[config.mk]
export PLATFORM = sky130hd
export DESIGN_NAME = npn_transform_unit_4input_top_flat
export DESIGN_NICKNAME = d
export VERILOG_FILES = /design/src/hdl/npn_pkg.sv /design/src/hdl/npn_if.sv /design/src/hdl/npn_perm_net.sv /design/src/hdl/npn_transform_unit_4input_top.sv /design/src/flat_wrapper.sv
export SDC_FILE = /design/constraint.sdc
export NUM_CORES = 1
export LEC_CHECK = 0
export ABC_AREA = 1
export BUFFER_PORTS_ARGS = -buffer_cell sky130_fd_sc_hd__buf_2
export CORE_ASPECT_RATIO = 0.75
export CORE_UTILIZATION = 55
export DETAILED_ROUTE_END_ITERATION = 7
export GPL_ROUTABILITY_DRIVEN = 0
export PLACE_DENSITY = 0.74
export SLEW_MARGIN = 40
export SYNTH_ARGS = -nofsm -noshare
export SYNTH_HDL_FRONTEND = slang
export SYNTH_SLANG_ARGS = --single-unit
[constraint.sdc]
create_clock -name clk -period 4.7 [get_ports clk]
set_clock_uncertainty 0.2 [all_clocks]
set_input_delay 0.94 -clock clk [delete_from_list [all_inputs] [get_ports clk]]
set_output_delay 0.94 -clock clk [all_outputs]
set_load 0.01 [all_outputs]
[src/hdl/npn_pkg.sv]
`timescale 1ns / 1ps
// ----------------------------------------------------------------------------
// npn_pkg
// Shared types, widths, masks and field helpers for the NPN transform unit.
// ----------------------------------------------------------------------------
package npn_pkg;

  localparam int KIND_W  = 2;
  localparam int TABLE_W = 16;
  localparam int XFORM_W = 13;
  localparam int NVARS   = 4;
  localparam int PERM_W  = 2 * NVARS;

  // operation codes
  typedef enum logic [KIND_W-1:0] {
    KIND_APPLY   = 2'd0,
    KIND_COMPOSE = 2'd1,
    KIND_INVERT  = 2'd2
  } kind_t;

  // half-swap masks, one pair per input variable
  localparam logic [TABLE_W-1:0] MASK_ALL  = 16'hFFFF;
  localparam logic [TABLE_W-1:0] MASK_V0_H = 16'hAAAA;
  localparam logic [TABLE_W-1:0] MASK_V0_L = 16'h5555;
  localparam logic [TABLE_W-1:0] MASK_V1_H = 16'hCCCC;
  localparam logic [TABLE_W-1:0] MASK_V1_L = 16'h3333;
  localparam logic [TABLE_W-1:0] MASK_V2_H = 16'hF0F0;
  localparam logic [TABLE_W-1:0] MASK_V2_L = 16'h0F0F;
  localparam logic [TABLE_W-1:0] MASK_V3_H = 16'hFF00;
  localparam logic [TABLE_W-1:0] MASK_V3_L = 16'h00FF;

  // stage 1 word: negated table and raw transforms
  typedef struct packed {
    logic [KIND_W-1:0]  kind;
    logic [TABLE_W-1:0] table_neg;
    logic [XFORM_W-1:0] xform_a;
    logic [XFORM_W-1:0] xform_b;
    logic               bad_a;
    logic               bad_b;
  } s1_t;

  // stage 2 word: candidate results before selection
  typedef struct packed {
    logic [KIND_W-1:0]  kind;
    logic [TABLE_W-1:0] table_perm;
    logic [XFORM_W-1:0] word_comp;
    logic [XFORM_W-1:0] word_inv;
    logic               bad_a;
    logic               bad_b;
  } s2_t;

  // input negation flag of variable i
  function automatic logic tf_neg(input logic [XFORM_W-1:0] t, input logic [1:0] i);
    tf_neg = t[3'd1 + 3'(i)];
  endfunction

  // permutation target of variable i
  function automatic logic [1:0] tf_perm(input logic [XFORM_W-1:0] t, input logic [1:0] i);
    tf_perm = t[4'd5 + {i, 1'b0} +: 2];
  endfunction

  // true when the four targets form a permutation
  function automatic logic tf_bijective(input logic [XFORM_W-1:0] t);
    logic [NVARS-1:0] seen;
    seen = '0;
    for (int i = 0; i < NVARS; i++) begin
      seen[tf_perm(t, 2'(i))] = 1'b1;
    end
    tf_bijective = &seen;
  endfunction

  // output and input negation, applied to the table
  function automatic logic [TABLE_W-1:0] tf_negate(input logic [TABLE_W-1:0] f,
                                                  input logic [XFORM_W-1:0] t);
    logic [TABLE_W-1:0] g;
    g = f;
    if (t[0]) g = g ^ MASK_ALL;
    if (t[1]) g = ((g & MASK_V0_H) >> 1) | ((g & MASK_V0_L) << 1);
    if (t[2]) g = ((g & MASK_V1_H) >> 2) | ((g & MASK_V1_L) << 2);
    if (t[3]) g = ((g & MASK_V2_H) >> 4) | ((g & MASK_V2_L) << 4);
    if (t[4]) g = ((g & MASK_V3_H) >> 8) | ((g & MASK_V3_L) << 8);
    tf_negate = g;
  endfunction

  // compose a then b
  function automatic logic [XFORM_W-1:0] tf_compose(input logic [XFORM_W-1:0] a,
                                                   input logic [XFORM_W-1:0] b);
    logic [NVARS-1:0]  neg;
    logic [PERM_W-1:0] perm;
    logic [1:0]        pa;
    for (int i = 0; i < NVARS; i++) begin
      pa            = tf_perm(a, 2'(i));
      neg[i]        = tf_neg(a, 2'(i)) ^ tf_neg(b, pa);
      perm[2*i +: 2] = tf_perm(b, pa);
    end
    tf_compose = {perm, neg, a[0] ^ b[0]};
  endfunction

  // inverse permutation, negations follow their inputs
  function automatic logic [XFORM_W-1:0] tf_invert(input logic [XFORM_W-1:0] a);
    logic [NVARS-1:0]  neg;
    logic [PERM_W-1:0] perm;
    logic [1:0]        pa;
    neg  = '0;
    perm = '0;
    for (int i = 0; i < NVARS; i++) begin
      pa                    = tf_perm(a, 2'(i));
      perm[{pa, 1'b0} +: 2] = 2'(i);
      neg[pa]               = tf_neg(a, 2'(i));
    end
    tf_invert = {perm, neg, a[0]};
  endfunction

endpackage

[src/hdl/npn_if.sv]
`timescale 1ns / 1ps
// ----------------------------------------------------------------------------
// npn_if
// Valid/ready channels for operation words in and result words out.
// ----------------------------------------------------------------------------
interface npn_in_if;
  import npn_pkg::*;

  logic               valid;
  logic               ready;
  logic [KIND_W-1:0]  kind;
  logic [TABLE_W-1:0] truth_table;
  logic [XFORM_W-1:0] transform_a;
  logic [XFORM_W-1:0] transform_b;

  modport source (output valid, kind, truth_table, transform_a, transform_b,
                  input ready);
  modport sink   (input valid, kind, truth_table, transform_a, transform_b,
                  output ready);
endinterface

interface npn_out_if;
  import npn_pkg::*;

  logic               valid;
  logic               ready;
  logic [TABLE_W-1:0] result_table;
  logic [XFORM_W-1:0] result_transform;
  logic               perm_invalid;

  modport source (output valid, result_table, result_transform, perm_invalid,
                  input ready);
  modport sink   (input valid, result_table, result_transform, perm_invalid,
                  output ready);
endinterface

[src/hdl/npn_perm_net.sv]
`timescale 1ns / 1ps
// ----------------------------------------------------------------------------
// npn_perm_net
// Scatter network: moves each minterm bit to its permuted index, colliding
// targets are ORed together.
// ----------------------------------------------------------------------------
module npn_perm_net (
  input  logic [npn_pkg::TABLE_W-1:0] table_in,
  input  logic [npn_pkg::PERM_W-1:0]  perm,
  output logic [npn_pkg::TABLE_W-1:0] table_out
);
  import npn_pkg::*;

  logic [NVARS-1:0] dst [TABLE_W];

  // destination index of every minterm
  always_comb begin
    logic [NVARS-1:0] mv;
    for (int m = 0; m < TABLE_W; m++) begin
      mv     = NVARS'(m);
      dst[m] = '0;
      for (int i = 0; i < NVARS; i++) begin
        dst[m][perm[2*i +: 2]] = dst[m][perm[2*i +: 2]] | mv[i];
      end
    end
  end

  // gather per output bit
  always_comb begin
    for (int d = 0; d < TABLE_W; d++) begin
      table_out[d] = 1'b0;
      for (int m = 0; m < TABLE_W; m++) begin
        table_out[d] = table_out[d] | (table_in[m] & (dst[m] == NVARS'(d)));
      end
    end
  end

endmodule

[src/hdl/npn_transform_unit_4input_top.sv]
`timescale 1ns / 1ps
// ----------------------------------------------------------------------------
// npn_transform_unit_4input_top
// NPN transform unit for 4-input truth tables: apply, compose and invert.
// ----------------------------------------------------------------------------
// Usage:
//   in_ch  carries one operation word: kind, truth_table, transform_a and
//          transform_b. A word is taken when valid and ready are both high.
//   out_ch carries one result word per operation: result_table,
//          result_transform and perm_invalid.
//   Three register stages: negation and permutation checks, then the
//   minterm scatter and compose/invert, then result selection into the
//   output register. Throughput is one word per cycle while out_ch.ready
//   is high; the scatter network in stage 2 sets the longest path.
//   Each stage holds its own valid bit and loads whenever it is empty or the
//   stage after it moves, so bubbles close up and a waiting result does not
//   block new words until all three stages are full.
//   When the receiver stalls, out_ch holds its word unchanged.
//   Synchronous reset clears all valid bits; no word is in flight after it.
// ----------------------------------------------------------------------------
module npn_transform_unit_4input_top (
  input  logic      clk,
  input  logic      rst_n,
  npn_in_if.sink    in_ch,
  npn_out_if.source out_ch
);
  import npn_pkg::*;

  logic s1_v_r, s2_v_r, s3_v_r;
  s1_t  s1_r, s1_nxt;
  s2_t  s2_r, s2_nxt;
  logic s1_load, s2_load, s3_load;

  logic [TABLE_W-1:0] table_perm;
  logic [TABLE_W-1:0] res_table_r, res_table_nxt;
  logic [XFORM_W-1:0] res_xform_r, res_xform_nxt;
  logic               res_bad_r, res_bad_nxt;

  // per-stage advance
  assign s3_load     = !s3_v_r || out_ch.ready;
  assign s2_load     = !s2_v_r || s3_load;
  assign s1_load     = !s1_v_r || s2_load;
  assign in_ch.ready = s1_load;

  // stage 1: negations and bijection checks
  always_comb begin
    s1_nxt.kind      = in_ch.kind;
    s1_nxt.table_neg = tf_negate(in_ch.truth_table, in_ch.transform_a);
    s1_nxt.xform_a   = in_ch.transform_a;
    s1_nxt.xform_b   = in_ch.transform_b;
    s1_nxt.bad_a     = !tf_bijective(in_ch.transform_a);
    s1_nxt.bad_b     = !tf_bijective(in_ch.transform_b);
  end

  // stage 2: minterm scatter, compose and invert
  npn_perm_net u_perm_net (
    .table_in  (s1_r.table_neg),
    .perm      (s1_r.xform_a[XFORM_W-1 -: PERM_W]),
    .table_out (table_perm)
  );

  always_comb begin
    s2_nxt.kind       = s1_r.kind;
    s2_nxt.table_perm = table_perm;
    s2_nxt.word_comp  = tf_compose(s1_r.xform_a, s1_r.xform_b);
    s2_nxt.word_inv   = tf_invert(s1_r.xform_a);
    s2_nxt.bad_a      = s1_r.bad_a;
    s2_nxt.bad_b      = s1_r.bad_b;
  end

  // stage 3: result selection by kind
  always_comb begin
    res_table_nxt = '0;
    res_xform_nxt = '0;
    res_bad_nxt   = 1'b0;
    case (s2_r.kind)
      KIND_APPLY: begin
        res_table_nxt = s2_r.table_perm;
      end
      KIND_COMPOSE: begin
        res_bad_nxt   = s2_r.bad_a || s2_r.bad_b;
        res_xform_nxt = res_bad_nxt ? '0 : s2_r.word_comp;
      end
      KIND_INVERT: begin
        res_bad_nxt   = s2_r.bad_a;
        res_xform_nxt = res_bad_nxt ? '0 : s2_r.word_inv;
      end
      default: begin
        res_table_nxt = '0;
      end
    endcase
  end

  // valid bits
  always_ff @(posedge clk) begin
    if (!rst_n) begin
      s1_v_r <= 1'b0;
      s2_v_r <= 1'b0;
      s3_v_r <= 1'b0;
    end else begin
      if (s1_load) s1_v_r <= in_ch.valid;
      if (s2_load) s2_v_r <= s1_v_r;
      if (s3_load) s3_v_r <= s2_v_r;
    end
  end

  // payload registers
  always_ff @(posedge clk) begin
    if (s1_load && in_ch.valid) s1_r <= s1_nxt;
    if (s2_load && s1_v_r)      s2_r <= s2_nxt;
    if (s3_load && s2_v_r) begin
      res_table_r <= res_table_nxt;
      res_xform_r <= res_xform_nxt;
      res_bad_r   <= res_bad_nxt;
    end
  end

  assign out_ch.valid            = s3_v_r;
  assign out_ch.result_table     = res_table_r;
  assign out_ch.result_transform = res_xform_r;
  assign out_ch.perm_invalid     = res_bad_r;

endmodule

[src/flat_wrapper.sv]
// flat-port wrapper written by rule: the top's interface ports become plain ports
module npn_transform_unit_4input_top_flat import npn_pkg::*;
  (clk, rst_n, in_ch_valid, in_ch_kind, in_ch_truth_table, in_ch_transform_a, in_ch_transform_b, in_ch_ready, out_ch_valid, out_ch_result_table, out_ch_result_transform, out_ch_perm_invalid, out_ch_ready);
  npn_in_if in_ch_i ();
  npn_out_if out_ch_i ();
  input  logic clk;
  input  logic rst_n;
  input wire logic [$bits(in_ch_i.valid)-1:0] in_ch_valid;
  input wire logic [$bits(in_ch_i.kind)-1:0] in_ch_kind;
  input wire logic [$bits(in_ch_i.truth_table)-1:0] in_ch_truth_table;
  input wire logic [$bits(in_ch_i.transform_a)-1:0] in_ch_transform_a;
  input wire logic [$bits(in_ch_i.transform_b)-1:0] in_ch_transform_b;
  output wire logic [$bits(in_ch_i.ready)-1:0] in_ch_ready;
  output wire logic [$bits(out_ch_i.valid)-1:0] out_ch_valid;
  output wire logic [$bits(out_ch_i.result_table)-1:0] out_ch_result_table;
  output wire logic [$bits(out_ch_i.result_transform)-1:0] out_ch_result_transform;
  output wire logic [$bits(out_ch_i.perm_invalid)-1:0] out_ch_perm_invalid;
  input wire logic [$bits(out_ch_i.ready)-1:0] out_ch_ready;
  assign in_ch_i.valid = in_ch_valid;
  assign in_ch_i.kind = in_ch_kind;
  assign in_ch_i.truth_table = in_ch_truth_table;
  assign in_ch_i.transform_a = in_ch_transform_a;
  assign in_ch_i.transform_b = in_ch_transform_b;
  assign in_ch_ready = in_ch_i.ready;
  assign out_ch_valid = out_ch_i.valid;
  assign out_ch_result_table = out_ch_i.result_table;
  assign out_ch_result_transform = out_ch_i.result_transform;
  assign out_ch_perm_invalid = out_ch_i.perm_invalid;
  assign out_ch_i.ready = out_ch_ready;
  npn_transform_unit_4input_top u_core (.clk(clk), .rst_n(rst_n), .in_ch(in_ch_i), .out_ch(out_ch_i));
endmodule
==> metrics.yaml, run 1 <==
critical_path:
  critPathSlowestCell: "edfxtp_1"
  critPathMaxStageDelay_ns: 0.62
  arrival_ns: 3.80
  required_ns: 4.67
  cp-start-kind: "flip-flop"
  crit_chain: "inv_2, ha_1, nor2_2, inv_1, nand2_1, nor3_1, nor4_1, nand4_1, nor2_1, nand3_1, nor2_1, nand2_1"
  cp_max_fo: 10
  crit_type: "reg -> reg"
  endpoint_kind: "flip-flop"
run:
  drv_cap: 0
synth:
  synth-edff-count: 122
  ys_warn_count: 0
  synthArstFlopShare_pct: 0
  synth_cell_types: 55
  syn_inst: 1429
  synth.cell_area_mm2: 0.0104
  syn_avg_cell_area_um2: 7.31
  postSynthRegisterBits: 125
  ys_seq_area_share_pct: 35.6
  syn_nets: 1504
  synth_flop_cell: "edfxtp_1"
clock_network:
  clockBufferDepth: 2
  clk_pin_slew_worst_paths_ns: 0.06
  cts_tree: "built"
  cts_resized: 0
  clk_latency_ns: 0.42
  cts_max_level: 4
  cts_setup_buffers: 0
  numCtsBuffers: 17
  cts_sinks: 125
  ctsHoldBuffers: 0
  ctsRootBufferMaster: "clkbuf_16"
timing:
  rsz0062_at_grt: "false"
  report.final.slew_viol_count: 0
  worst-slew-pin-transition_ns: 0.755
  min_period_ns: 3.83
  min_period_over_period_pct: 81.5
  finalSetupTns_ns: 0
  fmax_mhz: 261
  finalSetupViolations: 0
  slew_headroom_pct: 49.5
  finalHoldViolations: 0
finish:
  antenna_cells: 0
  fin_area_mm2: 0.0116
  area_growth_pct: 10.9
  drive_gt1_share_pct: 18.1
  nets: 1557
  n_fill_cell: 1661
status:
  status: "complete, but fails checks"
  violations: "design-rule violations"
floorplan:
  start_util_pct: 56.3
  die_area_mm2: 0.0196
  die_h_um: 121
  dieWidth_um: 161
  core_mm2: 0.0186
  ios: 80
  rows: 43
placement:
  dp_hpwl_mm: 23.1
  post_dp_cell_area_mm2: 0.0110
  port_buffers: 79
drt:
  dr.pass1.iters: 8
  wl_per_cell_um: 17.1
  first_iter_violations: 1292
  drcViolationCount: 6
  viasPerCell: 5.93
  ant_nets: 0
  wl_mm: 29.7
  routed-via-count: 10300
global_route:
  grt_overflow: 0
  grt_pass1_vias: 9285
  grtUsageTotal_pct: 31.6
  grt_pass1_wl_mm: 47.9
  grt_max_degree: 47
  antenna_found_initial: 0
power:
  power_density_mw_per_mm2: 323
  p_leak_uw: 0.00531
  vdd_drop_max_mv: 0.268
  p_total_uw: 3740
worst_hold_path:
  hold_path.class: "reg -> reg"
[stage by stage]
step	hold slack [ns]	std cells	utilization [%]	setup WS (ns)
2_1_floorplan	0.200	1429	-	1.61
3_3_place_gp	0.209	1710	59.0	1.11
3_5_place_dp	0.216	1710	59.0	1.12
4_1_cts	0.223	1742	62.4	1.09
5_1_grt	0.231	1742	62.4	0.705
6_report	0.224	1742	62.4	0.870
[cell usage after synthesis, types with 2 or more instances]
cell,n,area [um2]
ha_1,27,338
o21ai_2,9,78.8
o21ai_0,55,275
o22ai_1,17,106
buf_2,14,70.1
nand2_1,329,1230
a21oi_2,9,78.8
inv_1,142,533
and2_4,2,17.5
nand3_2,26,260
nand4_1,15,93.8
o22a_1,2,17.5
nor4_1,3,18.8
o21ai_1,7,35.0
o2111ai_1,2,17.5
nand2_2,27,169
nand3_4,4,70.1
buf_1,5,18.8
edfxtp_1,122,3660
a32oi_1,5,43.8
buf_4,8,60.1
clkinv_1,2,7.51
a221oi_1,10,87.6
a21oi_1,63,315
dfxtp_1,3,60.1
or2_2,16,100
a32o_1,3,30.0
a31oi_1,5,31.3
o211ai_1,4,30.0
buf_6,2,22.5
nor2_4,8,90.1
nor2_1,121,454
o221ai_1,2,17.5
nand3_1,221,1110
inv_2,20,75.1
nor2_2,24,150
clkbuf_1,24,90.1
o211ai_2,2,25.0
mux2i_1,16,160
xor2_1,20,175
nor3_1,19,95.1
[critical path: cells and delay by family (launching register included)]
family                   cells  cell delay (ns)
adder cells (fa/ha/maj)      1             0.43
AND/OR/NAND/NOR              9             1.89
buffers and inverters        2             0.44
flip-flops                   1             0.62
[flip-flops by register name, indices dropped and copies added, names as in the netlist]
register and count:
u_core.s1_r 46, u_core.s2_r 46, u_core.out_ch.result_table 16, u_core.out_ch.result_transform 13, u_core.out_ch.perm_invalid 1, u_core.out_ch.valid 1, u_core.s1_v_r 1, u_core.s2_v_r 1
[layout make-up]
class                      count  area [um2]  area share, %
tap                          247         309           2.67
sequential                   125        3720           32.2
inverter                     165         621           5.36
clock buffer                  19         433           3.74
multi-input combinational   1085        5840           50.4
timing repair buffer          88         463           4.00
clock inverter                13         191           1.65
[cell usage in the layout, fill, tap and decap left out, types with 24 or more instances in the layout]
cell type | netlist | layout
nand2_1 | 329 | 329
nand3_1 | 221 | 221
inv_1 | 142 | 141
edfxtp_1 | 122 | 122
nor2_1 | 121 | 121
buf_2 | 14 | 79
a21oi_1 | 63 | 62
o21ai_0 | 55 | 55
nand2_2 | 27 | 27
ha_1 | 27 | 27
nand3_2 | 26 | 26
nor2_2 | 24 | 24
[where the power goes]
group	switching [uW]	internal (uW)	leakage, uW
combinational	671	292	0.00379
clock	494	891	0.000294
sequential	74.3	1320	0.00122
[worst paths after layout]
path | cells after the start | slack (ns) | endpoint | startpoint
max | 12 | 0.87 | u_core.s2_r[31]$_DFFE_PP_ | u_core.s1_r[25]$_DFFE_PP_
min | 0 | 0.22 | u_core.s2_r[44]$_DFFE_PP_ | u_core.s1_r[44]$_DFFE_PP_
min reg2reg | 0 | 0.22 | u_core.s2_r[44]$_DFFE_PP_ | u_core.s1_r[44]$_DFFE_PP_
max reg2reg | 12 | 0.87 | u_core.s2_r[31]$_DFFE_PP_ | u_core.s1_r[25]$_DFFE_PP_
[metal layers]
layer | global-route usage, % | vias up | part of all wire (%)
li1 | - | 4959 | -
met3 | 9.02 | 93 | 13
met5 | 0 | - | 0
met2 | 48.0 | 664 | 42
met1 | 43.3 | 4617 | 42
met4 | 10.3 | 0 | 2.6
[kinds of logic (layout without fill, tap and decap cells)]
logic type	after synthesis	after routing	synth area share (%)
AOI/OAI and AO/OA	201	201	12.0
xor gates and xnor gates	21	21	1.76
adders and majority gates	27	27	3.23
buffers and inverters	219	285	8.49
DFF	125	125	35.6
muxes	16	16	1.53
and+or+nand+nor	820	820	37.4
Power figures use the tool's default switching activity.
==> run 2: changes to the inputs <==
--- a/config.mk
+++ b/config.mk
@@ -11,7 +11,7 @@
 export CORE_UTILIZATION = 55
 export DETAILED_ROUTE_END_ITERATION = 7
 export GPL_ROUTABILITY_DRIVEN = 0
-export PLACE_DENSITY = 0.74
+export PLACE_DENSITY = 0.77
 export SLEW_MARGIN = 40
 export SYNTH_ARGS = -nofsm -noshare
 export SYNTH_HDL_FRONTEND = slang
==> constraint.sdc (replaced) <==
create_clock -name clk -period 3.1 [get_ports clk]
set_clock_uncertainty 0.2 [all_clocks]
set_input_delay 0.62 -clock clk [delete_from_list [all_inputs] [get_ports clk]]
set_output_delay 0.62 -clock clk [all_outputs]
set_load 0.01 [all_outputs]
==> run 2 against run 1 <==
Effect of this change:
- the run ends with design-rule violations, negative setup slack left
- non-clock buffer count is 75 higher
- sequential power is 51% higher
- hold slack worse by 0.059 ns
- flip-flop and latch count stayed put
- final area is 8.1% higher
- power is 60% higher
- core utilization is 5.1 points higher
- combinational power is 75% higher
- largest cell class unchanged
==> metrics.yaml, run 2 (synthesis results as in run 1) <==
status:
  status: "complete, but fails checks"
  violations: "design-rule violations, negative setup slack"
global_route:
  grt_pass1_wl_mm: 50.7  # +5.9%
  grt_max_degree: 47  # unchanged
  antenna_found_initial: 0  # unchanged
  grt_pass1_vias: 9833  # +5.9%
  grtUsageTotal_pct: 33.5  # +1.8 points
  grt_overflow: 0  # unchanged
timing:
  rsz0062_at_grt: "true"
  worst-slew-pin-transition_ns: 0.753  # -0.00214 ns
  fmax_mhz: 317  # +22%
  layout_setup_ws_ns: -0.0499  # -0.920 ns
  min_period_ns: 3.15  # -0.680 ns
  min_period_over_period_pct: 102  # +20 points
  slew_headroom_pct: 49.6  # +0.14 points
  finalHoldViolations: 0  # unchanged
  finalSetupViolations: 2  # +2
  report.final.slew_viol_count: 0  # unchanged
clock_network:
  cts_tree: "built"
  clockBufferDepth: 2  # unchanged
  cts_max_level: 4  # unchanged
  cts_sinks: 125  # unchanged
  clk_latency_ns: 0.43  # about the same
  numCtsBuffers: 17  # unchanged
  ctsHoldBuffers: 0  # unchanged
  ctsRootBufferMaster: "clkbuf_16"
  clk_pin_slew_worst_paths_ns: 0.07  # about the same
floorplan:
  dieWidth_um: 161  # unchanged
  core_mm2: 0.0186  # unchanged
  rows: 43  # unchanged
  ios: 80  # unchanged
  die_h_um: 121  # unchanged
  die_area_mm2: 0.0196  # unchanged
  start_util_pct: 56.3  # unchanged
worst_hold_path:
  hold_path.class: "in -> reg"
finish:
  nets: 1632  # +4.8%
  final_common_cell: "nand2_1"
  fin_area_mm2: 0.0125  # +8.1%
  area_growth_pct: 19.9
  n_fill_cell: 1485  # -11%
  layout_common_cells: "316 x nand2_1, 216 x nand3_1, 135 x inv_1"
  utilization_pct: 67.5  # +5.1 points
  antenna_cells: 0  # unchanged
  drive_gt1_share_pct: 25.9  # +7.8 points
drt:
  wl_mm: 32.6  # +9.7%
  routed-via-count: 10900  # +5.7%
  viasPerCell: 6.01  # +1.4%
  drcViolationCount: 2  # -4
  dr.pass1.iters: 8  # unchanged
  ant_nets: 0  # unchanged
  wl_per_cell_um: 17.9  # +5.2%
  first_iter_violations: 1588  # +23%
critical_path:
  endpoint_kind: "flip-flop"
  cp-start-kind: "flip-flop"
  arrival_ns: 3.15  # -0.65 ns
  required_ns: 3.10  # -1.57 ns
  crit_type: "reg -> reg"
  cp_max_fo: 5  # -5
power:
  vdd_drop_max_mv: 0.341  # +27%
  p_leak_uw: 0.00573  # +8.0%
  power_density_mw_per_mm2: 477  # +48%
placement:
  post_dp_cell_area_mm2: 0.0114  # +4.2%
  port_buffers: 79  # unchanged
  dp_hpwl_mm: 24.3  # +5.2%
run:
  drv_cap: 0  # unchanged
[run 2: final timing paths]
path | end | startpoint | cells past startpoint | slack (ns)
setup reg to reg | u_core.s2_r[35]$_DFFE_PP_ | u_core.s1_r[24]$_DFFE_PP_ | 13 | -0.05
hold / removal | u_core.s1_r[44]$_DFFE_PP_ | in_ch_kind[0] | 1 | 0.17
hold reg to reg | u_core.s2_r[45]$_DFFE_PP_ | u_core.s1_r[45]$_DFFE_PP_ | 0 | 0.22
setup / recovery | u_core.s2_r[35]$_DFFE_PP_ | u_core.s1_r[24]$_DFFE_PP_ | 13 | -0.05
[run 2: metal layers]
metal,vias to the layer above,track usage (%),routed length [um]
li1,5119,-,-
met5,-,0,0
met2,810,50.4,13800
met1,4856,44.5,12700
met3,142,10.2,4750
met4,0,14.2,1350
[run 2: cell type report]
class / count / area, um2 / area share (%)
clock buffer: 18 / 429 / 3.43
multi-input combinational: 1085 / 6180 / 49.4
timing repair buffer: 163 / 1030 / 8.25
sequential: 125 / 3720 / 29.7
clock inverter: 14 / 206 / 1.65
inverter: 165 / 636 / 5.08
tap: 247 / 309 / 2.47
[run 2: critical path, cell delays in order (launching register included)]
cell        delay [ns]
edfxtp_1          0.42
clkinv_2          0.14
ha_2              0.26
nor2_4            0.25
clkinvlp_4        0.24
nand2_2           0.16
o22a_1            0.19
o221ai_1          0.18
a21oi_1           0.26
nand3_1           0.16
nor2_1            0.19
nand3_1           0.12
nor2_1            0.12
nand2_1           0.06
[run 2: repair_timing]
action                     in CTS  in global routing
resized for setup               5                 83
pin swaps                       2                 22
buffers inserted                2                 12
hold endpoints to repair        0                  0
setup endpoints to repair       7                 16
[run 2: through the flow]
stage	hold slack (ns)	setup TNS (ns)	power [uW]	cells	worst slack, ns
5_1_grt	0.171	-0.276	6180	1817	-0.0595
3_5_place_dp	0.208	-0.0605	3630	1771	-0.0352
4_1_cts	0.164	0	5800	1805	0.00287
3_3_place_gp	0.206	-0.0343	3610	1771	-0.0343
6_report	0.166	-0.0568	5970	1817	-0.0499
2_1_floorplan	0.200	0	3150	1429	0.0197
[run 2: where the power goes]
part	leakage, uW	switching, uW	internal (uW)
clock	0.000312	821	1370
sequential	0.00122	110	2000
combinational	0.00420	1120	556
total	0.00573	2050	3920
